`config.mk`:
```
export PLATFORM = sky130hd
export DESIGN_NAME = servo_packet_receiver
export DESIGN_NICKNAME = d
export VERILOG_FILES = /design/src/rtl/core/spr_pkg.sv /design/src/rtl/core/spr_cfg_regs.sv /design/src/rtl/core/spr_parser.sv /design/src/rtl/core/spr_out_reg.sv /design/src/rtl/core/servo_packet_receiver.sv
export SDC_FILE = /design/constraint.sdc
export NUM_CORES = 1
export LEC_CHECK = 0
export ABC_AREA = 1
export BUFFER_PORTS_ARGS = -buffer_cell sky130_fd_sc_hd__buf_2
export CORE_MARGIN = 5
export CORE_UTILIZATION = 60
export DETAILED_ROUTE_END_ITERATION = 10
export PLACE_DENSITY_LB_ADDON = 0.2
export SLEW_MARGIN = 30
export SYNTH_ARGS = -nofsm -noshare
export SYNTH_HDL_FRONTEND = slang
export SYNTH_SLANG_ARGS = --single-unit
export TNS_END_PERCENT = 10
```
`constraint.sdc`:
```
create_clock -name clk -period 3.39 [get_ports clk]
set_input_delay 0.339 -clock clk [delete_from_list [all_inputs] [get_ports clk]]
set_output_delay 0.339 -clock clk [all_outputs]
set_load 0.1 [all_outputs]
```
`src/rtl/core/spr_pkg.sv`:
```
`timescale 1ns / 1ps
// ----------------------------------------------------------------------------
// spr_pkg
// Shared types and constants of the servo packet receiver: register indexes,
// input kinds, event codes and the result record.
// ----------------------------------------------------------------------------
package spr_pkg;

    localparam int CfgIndexWidth = 2;

    localparam logic [CfgIndexWidth-1:0] REG_DEVICE_ID     = 2'd0;
    localparam logic [CfgIndexWidth-1:0] REG_TIMEOUT_LIMIT = 2'd1;

    localparam logic [7:0] DEVICE_ID_RESET     = 8'd1;
    localparam logic [7:0] TIMEOUT_LIMIT_RESET = 8'd200;

    localparam logic KIND_BYTE = 1'b0;
    localparam logic KIND_TICK = 1'b1;

    localparam logic [7:0] HEADER_BYTE    = 8'hFF;
    localparam logic [7:0] MAX_INSTR      = 8'h06;
    localparam logic [7:0] EXT_INSTR      = 8'h86;
    localparam logic [7:0] LENGTH_OFFSET  = 8'd2;
    localparam logic [7:0] TICKS_SATURATE = 8'hFF;

    localparam logic [2:0] EV_INSTR    = 3'd0;
    localparam logic [2:0] EV_PAYLOAD  = 3'd1;
    localparam logic [2:0] EV_GOOD     = 3'd2;
    localparam logic [2:0] EV_BADSUM   = 3'd3;
    localparam logic [2:0] EV_BADINSTR = 3'd4;

    typedef struct packed {
        logic [2:0] event_code;
        logic [7:0] byte_value;
        logic [7:0] byte_index;
        logic [7:0] payload_count;
    } result_t;

    typedef struct packed {
        logic [7:0] device_id;
        logic [7:0] timeout_limit;
    } cfg_t;

endpackage

```
`src/rtl/core/spr_cfg_regs.sv`:
```
`timescale 1ns / 1ps
// ----------------------------------------------------------------------------
// spr_cfg_regs
// Configuration register file: bus identifier and idle timeout limit.
// ----------------------------------------------------------------------------
module spr_cfg_regs
    import spr_pkg::*;
(
    input  logic                     clk,
    input  logic                     rst_n,
    input  logic                     cfg_valid,
    output logic                     cfg_ready,
    input  logic [CfgIndexWidth-1:0] cfg_index,
    input  logic [7:0]               cfg_data,
    output cfg_t                     cfg
);

    logic [7:0] device_id_reg;
    logic [7:0] timeout_limit_reg;

    assign cfg_ready = 1'b1;

    always_ff @(posedge clk or negedge rst_n)
    begin
        if (!rst_n)
        begin
            device_id_reg     <= DEVICE_ID_RESET;
            timeout_limit_reg <= TIMEOUT_LIMIT_RESET;
        end
        else if (cfg_valid)
        begin
            case (cfg_index)
                REG_DEVICE_ID:     device_id_reg     <= cfg_data;
                REG_TIMEOUT_LIMIT: timeout_limit_reg <= cfg_data;
                default:           ;
            endcase
        end
    end

    assign cfg.device_id     = device_id_reg;
    assign cfg.timeout_limit = timeout_limit_reg;

endmodule

```
`src/rtl/core/spr_parser.sv`:
```
`timescale 1ns / 1ps
// ----------------------------------------------------------------------------
// spr_parser
// Input register and frame parser. One buffered item is parsed per cycle unless
// its result must wait for room; its result, if any, is pushed into the output register.
// ----------------------------------------------------------------------------
module spr_parser
    import spr_pkg::*;
(
    input  logic       clk,
    input  logic       rst_n,
    input  logic       in_valid,
    output logic       in_ready,
    input  logic       kind,
    input  logic [7:0] rx_byte,
    input  cfg_t       cfg,
    input  logic       res_room,
    output logic       res_push,
    output result_t    res
);

    typedef enum logic [5:0] {
        PH_HDR1  = 6'b000001,
        PH_HDR2  = 6'b000010,
        PH_ID    = 6'b000100,
        PH_LEN   = 6'b001000,
        PH_INSTR = 6'b010000,
        PH_BODY  = 6'b100000
    } phase_t;

    logic       s1_valid_reg;
    logic       s1_kind_reg;
    logic [7:0] s1_byte_reg;
    logic       s1_go;
    logic       res_valid;

    phase_t     phase_reg,          phase_next;
    logic [7:0] payload_length_reg, payload_length_next;
    logic [7:0] fill_index_reg,     fill_index_next;
    logic [7:0] running_sum_reg,    running_sum_next;
    logic [7:0] idle_ticks_reg,     idle_ticks_next;

    logic       timed_out;
    phase_t     cur_phase;
    logic [7:0] cur_fill;
    logic [7:0] cur_idle;
    logic [7:0] expect_sum;
    logic       b_is_header;
    phase_t     resync_phase;

    // An item without a result never waits for the output register.
    assign s1_go    = s1_valid_reg && (!res_valid || res_room);
    assign in_ready = !s1_valid_reg || s1_go;
    assign res_push = s1_go && res_valid;

    always_ff @(posedge clk or negedge rst_n)
    begin
        if (!rst_n)
        begin
            s1_valid_reg <= 1'b0;
        end
        else if (in_ready)
        begin
            s1_valid_reg <= in_valid;
        end
    end

    always_ff @(posedge clk)
    begin
        if (in_ready && in_valid)
        begin
            s1_kind_reg <= kind;
            s1_byte_reg <= rx_byte;
        end
    end

    assign timed_out    = (idle_ticks_reg >= cfg.timeout_limit);
    assign cur_phase    = timed_out ? PH_HDR1 : phase_reg;
    assign cur_fill     = timed_out ? 8'd0 : fill_index_reg;
    assign cur_idle     = timed_out ? 8'd0 : idle_ticks_reg;
    assign expect_sum   = ~(running_sum_reg + cfg.device_id);
    assign b_is_header  = (s1_byte_reg == HEADER_BYTE);
    assign resync_phase = b_is_header ? PH_HDR2 : PH_HDR1;

    always_comb
    begin
        phase_next          = phase_reg;
        payload_length_next = payload_length_reg;
        fill_index_next     = fill_index_reg;
        running_sum_next    = running_sum_reg;
        idle_ticks_next     = idle_ticks_reg;
        res_valid           = 1'b0;
        res.event_code      = EV_INSTR;
        res.byte_value      = s1_byte_reg;
        res.byte_index      = 8'd0;
        res.payload_count   = payload_length_reg;

        if (s1_kind_reg == KIND_TICK)
        begin
            if (idle_ticks_reg != TICKS_SATURATE)
            begin
                idle_ticks_next = idle_ticks_reg + 8'd1;
            end
        end
        else
        begin
            phase_next      = cur_phase;
            fill_index_next = cur_fill;
            idle_ticks_next = cur_idle;
            case (cur_phase)
                PH_HDR2:
                begin
                    phase_next = b_is_header ? PH_ID : PH_HDR1;
                end
                PH_ID:
                begin
                    phase_next = (s1_byte_reg == cfg.device_id) ? PH_LEN : PH_HDR1;
                end
                PH_LEN:
                begin
                    payload_length_next = s1_byte_reg - LENGTH_OFFSET;
                    running_sum_next    = s1_byte_reg;
                    phase_next          = PH_INSTR;
                end
                PH_INSTR:
                begin
                    res_valid = 1'b1;
                    if (s1_byte_reg > MAX_INSTR && s1_byte_reg != EXT_INSTR)
                    begin
                        phase_next     = resync_phase;
                        res.event_code = EV_BADINSTR;
                    end
                    else
                    begin
                        running_sum_next = running_sum_reg + s1_byte_reg;
                        phase_next       = PH_BODY;
                        res.event_code   = EV_INSTR;
                    end
                end
                PH_BODY:
                begin
                    res_valid = 1'b1;
                    if (cur_fill < payload_length_reg)
                    begin
                        running_sum_next = running_sum_reg + s1_byte_reg;
                        fill_index_next  = cur_fill + 8'd1;
                        res.event_code   = EV_PAYLOAD;
                        res.byte_index   = cur_fill;
                    end
                    else
                    begin
                        fill_index_next = 8'd0;
                        if (expect_sum == s1_byte_reg)
                        begin
                            phase_next     = PH_HDR1;
                            res.event_code = EV_GOOD;
                        end
                        else
                        begin
                            phase_next     = resync_phase;
                            res.event_code = EV_BADSUM;
                        end
                    end
                end
                default:
                begin
                    phase_next = resync_phase;
                end
            endcase
        end
    end

    always_ff @(posedge clk or negedge rst_n)
    begin
        if (!rst_n)
        begin
            phase_reg          <= PH_HDR1;
            payload_length_reg <= 8'd0;
            fill_index_reg     <= 8'd0;
            running_sum_reg    <= 8'd0;
            idle_ticks_reg     <= 8'd0;
        end
        else if (s1_go)
        begin
            phase_reg          <= phase_next;
            payload_length_reg <= payload_length_next;
            fill_index_reg     <= fill_index_next;
            running_sum_reg    <= running_sum_next;
            idle_ticks_reg     <= idle_ticks_next;
        end
    end

`ifndef SYNTHESIS
    a_stall_holds_item: assert property (@(posedge clk) disable iff (!rst_n)
        s1_valid_reg && !s1_go |=> s1_valid_reg && $stable(s1_byte_reg)
                                   && $stable(s1_kind_reg))
        else $error("buffered item changed while stalled");

    a_tick_keeps_frame: assert property (@(posedge clk) disable iff (!rst_n)
        s1_go && s1_kind_reg == KIND_TICK |=> $stable(phase_reg)
                                              && $stable(running_sum_reg)
                                              && $stable(fill_index_reg))
        else $error("tick disturbed the frame state");

    a_tick_counts: assert property (@(posedge clk) disable iff (!rst_n)
        s1_go && s1_kind_reg == KIND_TICK && idle_ticks_reg != TICKS_SATURATE
        |=> idle_ticks_reg == 8'($past(idle_ticks_reg) + 8'd1))
        else $error("tick not counted");

    a_payload_advances: assert property (@(posedge clk) disable iff (!rst_n)
        res_push && res.event_code == EV_PAYLOAD
        |=> fill_index_reg == 8'($past(res.byte_index) + 8'd1))
        else $error("fill index out of step with payload events");
`endif

endmodule

```
`src/rtl/core/spr_out_reg.sv`:
```
`timescale 1ns / 1ps
// ----------------------------------------------------------------------------
// spr_out_reg
// Result register that holds one event until the receiver takes it.
// ----------------------------------------------------------------------------
module spr_out_reg
    import spr_pkg::*;
(
    input  logic    clk,
    input  logic    rst_n,
    input  logic    res_push,
    input  result_t res,
    output logic    res_room,
    output logic    out_valid,
    input  logic    out_ready,
    output result_t out_data
);

    logic    out_valid_reg;
    logic    out_valid_next;
    result_t out_data_reg;

    assign res_room       = !out_valid_reg || out_ready;
    assign out_valid_next = res_push || (out_valid_reg && !out_ready);

    always_ff @(posedge clk or negedge rst_n)
    begin
        if (!rst_n)
        begin
            out_valid_reg <= 1'b0;
        end
        else
        begin
            out_valid_reg <= out_valid_next;
        end
    end

    always_ff @(posedge clk)
    begin
        if (res_push)
        begin
            out_data_reg <= res;
        end
    end

    assign out_valid = out_valid_reg;
    assign out_data  = out_data_reg;

endmodule

```
`src/rtl/core/servo_packet_receiver.sv`:
```
`timescale 1ns / 1ps
// ----------------------------------------------------------------------------
// servo_packet_receiver
// Byte-serial parser for FF FF id length instruction payload checksum frames.
// ----------------------------------------------------------------------------
// Usage:
// The input channel (in_valid/in_ready) carries one item per transaction:
// kind 0 is a received byte in rx_byte, kind 1 is one timer tick. Ticks feed
// a saturating idle counter; the first byte after it reaches timeout_limit
// restarts the parser. The output channel (out_valid/out_ready) carries at
// most one event per input item: instruction accepted or rejected, each
// payload byte with its index, and a checksum verdict closing the frame.
// The configuration channel (cfg_valid/cfg_ready) writes device_id
// (index 0) or timeout_limit (index 1); it is always ready and is meant to
// be used while the block is idle.
// An event is registered twice: its item is first captured in the input
// register, and its result then in the result register that drives out_valid.
// Throughput: one item per cycle unless a result waits for room, set by the
// single parse stage between the input register and the result register.
// When the receiver stalls, the result register holds its event, one more
// item is buffered, and in_ready drops only once that buffered item has a
// result to deliver. Reset empties both registers, returns the parser to
// awaiting the first header and loads device_id 1 and timeout_limit 200.
// ----------------------------------------------------------------------------
module servo_packet_receiver
    import spr_pkg::*;
(
    input  logic                     clk,
    input  logic                     rst_n,
    input  logic                     in_valid,
    output logic                     in_ready,
    input  logic                     kind,
    input  logic [7:0]               rx_byte,
    output logic                     out_valid,
    input  logic                     out_ready,
    output logic [2:0]               event_code,
    output logic [7:0]               byte_value,
    output logic [7:0]               byte_index,
    output logic [7:0]               payload_count,
    input  logic                     cfg_valid,
    output logic                     cfg_ready,
    input  logic [CfgIndexWidth-1:0] cfg_index,
    input  logic [7:0]               cfg_data
);

    cfg_t    cfg;
    logic    res_room;
    logic    res_push;
    result_t res;
    result_t out_data;

    spr_cfg_regs u_cfg_regs (
        .clk       (clk),
        .rst_n     (rst_n),
        .cfg_valid (cfg_valid),
        .cfg_ready (cfg_ready),
        .cfg_index (cfg_index),
        .cfg_data  (cfg_data),
        .cfg       (cfg)
    );

    spr_parser u_parser (
        .clk      (clk),
        .rst_n    (rst_n),
        .in_valid (in_valid),
        .in_ready (in_ready),
        .kind     (kind),
        .rx_byte  (rx_byte),
        .cfg      (cfg),
        .res_room (res_room),
        .res_push (res_push),
        .res      (res)
    );

    spr_out_reg u_out_reg (
        .clk       (clk),
        .rst_n     (rst_n),
        .res_push  (res_push),
        .res       (res),
        .res_room  (res_room),
        .out_valid (out_valid),
        .out_ready (out_ready),
        .out_data  (out_data)
    );

    assign event_code    = out_data.event_code;
    assign byte_value    = out_data.byte_value;
    assign byte_index    = out_data.byte_index;
    assign payload_count = out_data.payload_count;

endmodule
```
* After elaboration in Yosys (flattened, before gate mapping)
Index checks and enable logic that the tools add are counted.
** Operators by class
- Add/sub/neg operators :: 5
- Magnitude comparators :: 3
- Eq/ne operators :: 14
- Multiplexer cells :: 23
- Bitwise gates (word level) :: 4
- Reductions and logical operators :: 24
** Operators by type and width (count)
- 2-to-1 mux 8 bit :: 8
- case mux 6 bit (5 select lines) :: 1
- 2-to-1 mux 6 bit :: 4
- case mux 8 bit (3 select lines) :: 1
- adder 8 x 1 -> 8 bit, second input constant :: 2
- adder 8 bit :: 2
- equality test 8 bit :: 2
- inequality test 8 bit, second input constant :: 2
- 2-to-1 mux 3 bit :: 3
- equality test 8 bit, second input constant :: 1
- >= comparator 8 bit :: 1
- > comparator 8 x 3 -> 1 bit, second input constant :: 1
- less-than comparator 8 bit :: 1
- inverter 8 bit :: 1
- subtractor 8 x 2 -> 8 bit, second input constant :: 1
- equality test 6 x 2 -> 1 bit, second input constant :: 1
- equality test 6 x 3 -> 1 bit, second input constant :: 1
- equality test 6 x 4 -> 1 bit, second input constant :: 1
- equality test 6 x 5 -> 1 bit, second input constant :: 1
- equality test 6 bit, second input constant :: 1
- case mux 3 bit (2 select lines) :: 1
- AND reduction 2 bit :: 3
- AND reduction 3 bit :: 2
- logical AND 1 bit :: 5
- 15 further kinds :: 26
** Word-level totals
- Register bits :: 92
- Input bits :: 24
- Output and inout port bits :: 30
- Word-level logic and storage cells :: 88

* Logic depth before layout (Yosys ltp)
- Depth after elaboration :: 11
- Mapped depth :: 24
- Depth with buffers taken out :: 23

* Modules after synthesis
Synthesis repeated with hierarchy kept, for this count alone.
** Unflattened totals
- Cells, all modules :: 645
- Area total of the unflattened synthesis :: 5540.3 um^2
** By module, submodules not included
- spr_parser :: times used 1, cells each 540, area an instance 3972.6 um^2, sequential area each 1247.4 um^2
- spr_out_reg :: times used 1, cells each 32, area an instance 855.8 um^2, sequential area each 835.8 um^2
- spr_cfg_regs :: times used 1, cells each 73, area an instance 711.9 um^2, sequential area each 405.4 um^2

* Least setup slack after synthesis
No wires, ideal clock.
- Path type :: register to register
- Start point :: reg u_cfg_regs.timeout_limit_reg[7]
- End point :: reg u_parser.s1_byte_reg[0] (enable)
- Library setup time :: 0.281 ns
- Arrival :: 2.952 ns
- Data required time :: 3.109 ns
- Slack :: 0.157 ns
- Stages on the path, launching flop included :: 12
- Buffers on the path :: 0
- Clock period less this slack :: 3.233 ns
- Cell sequence :: dfstp_2 > inv_1 > ha_1 > a21o_1 > nor2_4 > nand4_1 > nor2_2 > nand2_4 > nand2_4 > nand3_1 > nand2_1 > inv_1
** Between the ends
- Word-level cells in the longest chain between the ends :: 11
- Elaborated cells between the ends (all ways) :: 12
- Those cells by class :: order compare (1); eq/ne (2); mux (3); reduce/logical (6)
** Ends and longest elaborated chain
- from (decl) :: line spr_cfg_regs.sv:19 : logic [7:0] timeout_limit_reg;
- from (signal assigned) :: line spr_cfg_regs.sv:34 : REG_TIMEOUT_LIMIT: timeout_limit_reg <= cfg_data;
- >= comparator 8 bit (*) :: line spr_parser.sv:77 : assign timed_out = (idle_ticks_reg >= cfg.timeout_limit);
- 2-to-1 mux 6 bit (*) :: line spr_parser.sv:78 : assign cur_phase = timed_out ? PH_HDR1 : phase_reg;
- equality test 6 x 5 -> 1 bit or equality test 6 bit (tied branches) :: line spr_parser.sv:110 : case (cur_phase)
- OR reduction 2 bit (no source line) (*)
- 2-to-1 mux 1 bit (*) :: line spr_parser.sv:110
- 2-to-1 mux 1 bit (*) :: line spr_parser.sv:98 : if (s1_kind_reg == KIND_TICK)
- logical NOT 1 bit (*) :: line spr_parser.sv:52 : assign s1_go = s1_valid_reg && (!res_valid || res_room);
- logical OR 1 bit (*) :: line spr_parser.sv:52
- logical AND 1 bit (*) :: line spr_parser.sv:52
- logical OR 1 bit (*) :: line spr_parser.sv:53 : assign in_ready = !s1_valid_reg || s1_go;
- named net in_ready :: line servo_packet_receiver.sv:31 : output logic in_ready,
- logical AND 1 bit (*) :: line spr_parser.sv:70 : if (in_ready && in_valid)
- to (signal assigned) :: line spr_parser.sv:73 : s1_byte_reg <= rx_byte;
- to (decl) :: line spr_parser.sv:33 : logic [7:0] s1_byte_reg;
The timed path passes the listed nets; every way through them passes the cells marked *.
A chain may end at the register's enable or synchronous reset.

* Final worst setup path
- Start point :: reg u_cfg_regs.timeout_limit_reg[7]
- End point :: out in_ready
** Between the ends
- Word-level cells in the longest chain between the ends :: 10
- Elaborated cells between the ends (all ways) :: 11
- Those cells by class :: order compare (1); eq/ne (2); mux (3); reduce/logical (5)
** Ends and longest elaborated chain (line)
- >= comparator 8 bit (*) :: spr_parser.sv:77
- 2-to-1 mux 6 bit (*) :: spr_parser.sv:78
- equality test 6 x 5 -> 1 bit or equality test 6 bit (tied branches) :: spr_parser.sv:110
- OR reduction 2 bit (no source line) (*)
- 2-to-1 mux 1 bit (*) :: spr_parser.sv:110
- 2-to-1 mux 1 bit (*) :: spr_parser.sv:98
- logical NOT 1 bit (*) :: spr_parser.sv:52
- logical OR 1 bit (*) :: spr_parser.sv:52
- logical AND 1 bit (*) :: spr_parser.sv:52
- logical OR 1 bit (*) :: spr_parser.sv:53
- to (decl) :: servo_packet_receiver.sv:31
Every way passes the cells marked *; elsewhere a longest branch is shown, timed or not.

==> results by group <==
Clock tree
  – Clock transition at path regs: 0.10 ns
  – Max clock buf depth: 2
  – Clk sink count: 92
  – Clock latency at the later pin of the worst-skew pair: 0.39 ns
  – H-tree Lvls: 3
  – Setup Buffers After CTS: 0
  – Clock root buffer: clkbuf_8
  – TritonCTS clock tree: yes
  – CTS buffer count: 9

Routing
  – Post-route DRC: 0
  – Routed WL: 12.1 mm
  – Wire per inst: 15.1 um
  – Remaining antenna violation count: 0
  – Via/cell ratio: 5.52
  – DR iter-0 viols: 400
  – Detailed Routing Iterations Pass 1: 5
  – Via count: 4,398

STA
  – Fin crit share: 94.1%
  – Setup_tns: 0 ns
  – Final Setup Violations: 0
  – Final Max Tran Viols: 0
  – Final Hold Fails: 0
  – Slew margin rel.: 62.2%
  – Max Fclk: 0.313 GHz
  – Min Tclk post-route: 3.19 ns
  – Worst-Margin Slew: 0.562 ns
  – Clock Skew: 0.0123 ns

Critical path
  – CP peak stage delay: 0.54 ns
  – Crit-path cells: inv_1, ha_1, nand2_1, nor2_2, nand2_2, nand3_4, a21oi_2, nor2_2, nand2_4, nand2_4, nand3_1, buf_4
  – Crit-path leading delay family: simple AND/OR/NAND/NOR gates
  – Worst Setup Start Kind: register
  – Slowest CP cell: dfstp_2
  – Crit path required time: 3.05 ns
  – Crit path max fanout: 12
  – Crit. End Element: output port
  – Worst EP arrival: 2.85 ns
  – Worst Path Buf+Inv: 2
  – CP Class: register to output port

Synth
  – Post-synth EDFFs: 36
  – Area leader, netlist: dfrtp_1
  – Synth top area cells: dfrtp_1 (23%), edfxtp_1 (20%), nand2_1 (9.6%)
  – Top-count cell post-synth: nand2_1
  – Mapped Cells: 626
  – Asr flop ratio synth: 60.9%
  – Yosys warnings: 0
  – Synth cell types: 44
  – Post-synth top cells: nand2_1 (139), inv_1 (86), dfrtp_1 (51)
  – Syn Nets: 684
  – Yosys top cell area share: 23.4%
  – Synthesized area per cell: 8.72 sq um
  – Post-synthesis cell area: 5460 sq um
  – Sequential share of the synthesized area: 45.6%
  – Seq cells post-synth: 92
  – Top FF cell, synth: dfrtp_1

Global routing
  – Initial antenna violation count: 0
  – First-pass GRT wire length: 20.2 mm
  – Largest net degree at the start of global routing: 38
  – Gr usage total: 22.8%
  – Vias in the first global route: 4,263
  – Overflow after GRT: 0

Layout
  – Post-route core utilization: 68.8%
  – NumNets Final: 742
  – Largest register FFs: 27
  – Share of layout cells above drive strength 1: 17.1%
  – Area grow syn2layout: 11.0%
  – Ant diodes: 0
  – Final non-filler cell total: 797
  – Post-route design area: 6060 sq um

Power
  – Total power: 2.62 mW
  – Leak: 2.94 nW
  – Worst vdd ir: 0.000283 V
  – Power Density: 432 nW/um^2

Min path
  – Hold/Removal Path Class: input port to register

Floorplan
  – Die X: 105 um
  – CORE AREA: 8810 sq um
  – Full die area: 11,100 sq um
  – Initial Utilization: 62.0%
  – Cell Rows: 34
  – Die Ht: 105 um
  – Ports: 54

Placed design
  – GP Congestion: 0.911
  – Cells after DPL: 780
  – Placed inst area: 5830 sq um
  – I/O Buffers: 52
  – Post-DP HPWL: 9.26 mm

Flow run
  – Number of max-cap violations: 0

Outcome
  – Status: finished clean
[cell type report]
class	instances	area, sq um
Clock buffer	9	124
Clock inverter	7	70.1
Fill cell	704	2750
Inverter	89	337
Multi-Input combinational cell	430	2550
Sequential cell	92	2490
Tap cell	108	135
Timing Repair Buffer	62	355
[layer usage]
| metal | routed length [um] | track usage (%) |
|---|---|---|
| met5 | 0 | 0 |
| met3 | 848 | 4.03 |
| met2 | 5850 | 36.8 |
| met4 | 269 | 8.43 |
| met1 | 5080 | 30.8 |
[layout by cell type, fill, tap and decap left out, types with 5 or more instances in the layout]
master	instances
nand3_1	29
nand2_2	10
inv_1	86
dfstp_2	5
clkbuf_8	9
xnor2_1	14
nand2_1	137
o21ai_0	40
nand4_1	21
nor3_1	9
ha_1	32
buf_2	50
xor2_1	23
buf_4	10
dfrtp_1	51
edfxtp_1	36
a21oi_1	20
nor2_1	43
[path summary, 6_finish.rpt]
check / start / endpoint / slack [ns] / depth (start not counted)
min in group asynchronous: rst_n / u_parser.payload_length_reg[5] / 0.46 / 2
setup reg to reg: u_cfg_regs.timeout_limit_reg[7] / u_out_reg.out_data[9] / 0.21 / 13
setup / recovery: u_cfg_regs.timeout_limit_reg[7] / in_ready / 0.20 / 12
max in group asynchronous: rst_n / u_cfg_regs.device_id_reg[0] / 2.20 / 3
hold / removal: rx_byte[1] / u_parser.s1_byte_reg[1] / 0.12 / 1
hold reg to reg: u_parser.payload_length_reg[4] / u_out_reg.out_data[4] / 0.46 / 0
[repair_timing]
| item | 4_1_cts | 5_1_grt |
|---|---|---|
| gates resized for setup | 0 | 7 |
| setup endpoints to repair | 0 | 22 |
| hold buffers | 0 | 1 |
| endpoints found under the hold margin | 0 | 35 |
[cells by family after synthesis]
kind of cell	count (synthesis)	synth area share [%]
xor+xnor	37	5.94
flops	92	45.6
simple gates	271	23.0
other cells	1	0.0687
compound gates	87	9.40
buf+inv	104	7.96
fa+ha+maj	34	8.07
[metrics by stage]
stage | worst slack [ns] | hold WS [ns]
floorplan | 0.157 | 0.0434
global placement | 0.357 | 0.433
detailed placement | 0.220 | 0.441
CTS | 0.107 | 0.0860
global route | -0.00726 | 0.109
finish | 0.199 | 0.122
[where the power goes]
group / internal [mW] / total [mW] / switching, mW / leakage (nW)
clock: 0.287 / 0.740 / 0.453 / 0.0955
combinational: 0.221 / 0.571 / 0.349 / 1.77
sequential: 1.23 / 1.30 / 0.0718 / 1.07
total: 1.74 / 2.62 / 0.875 / 2.94
Note: power is estimated with default switching activity, not from simulation.
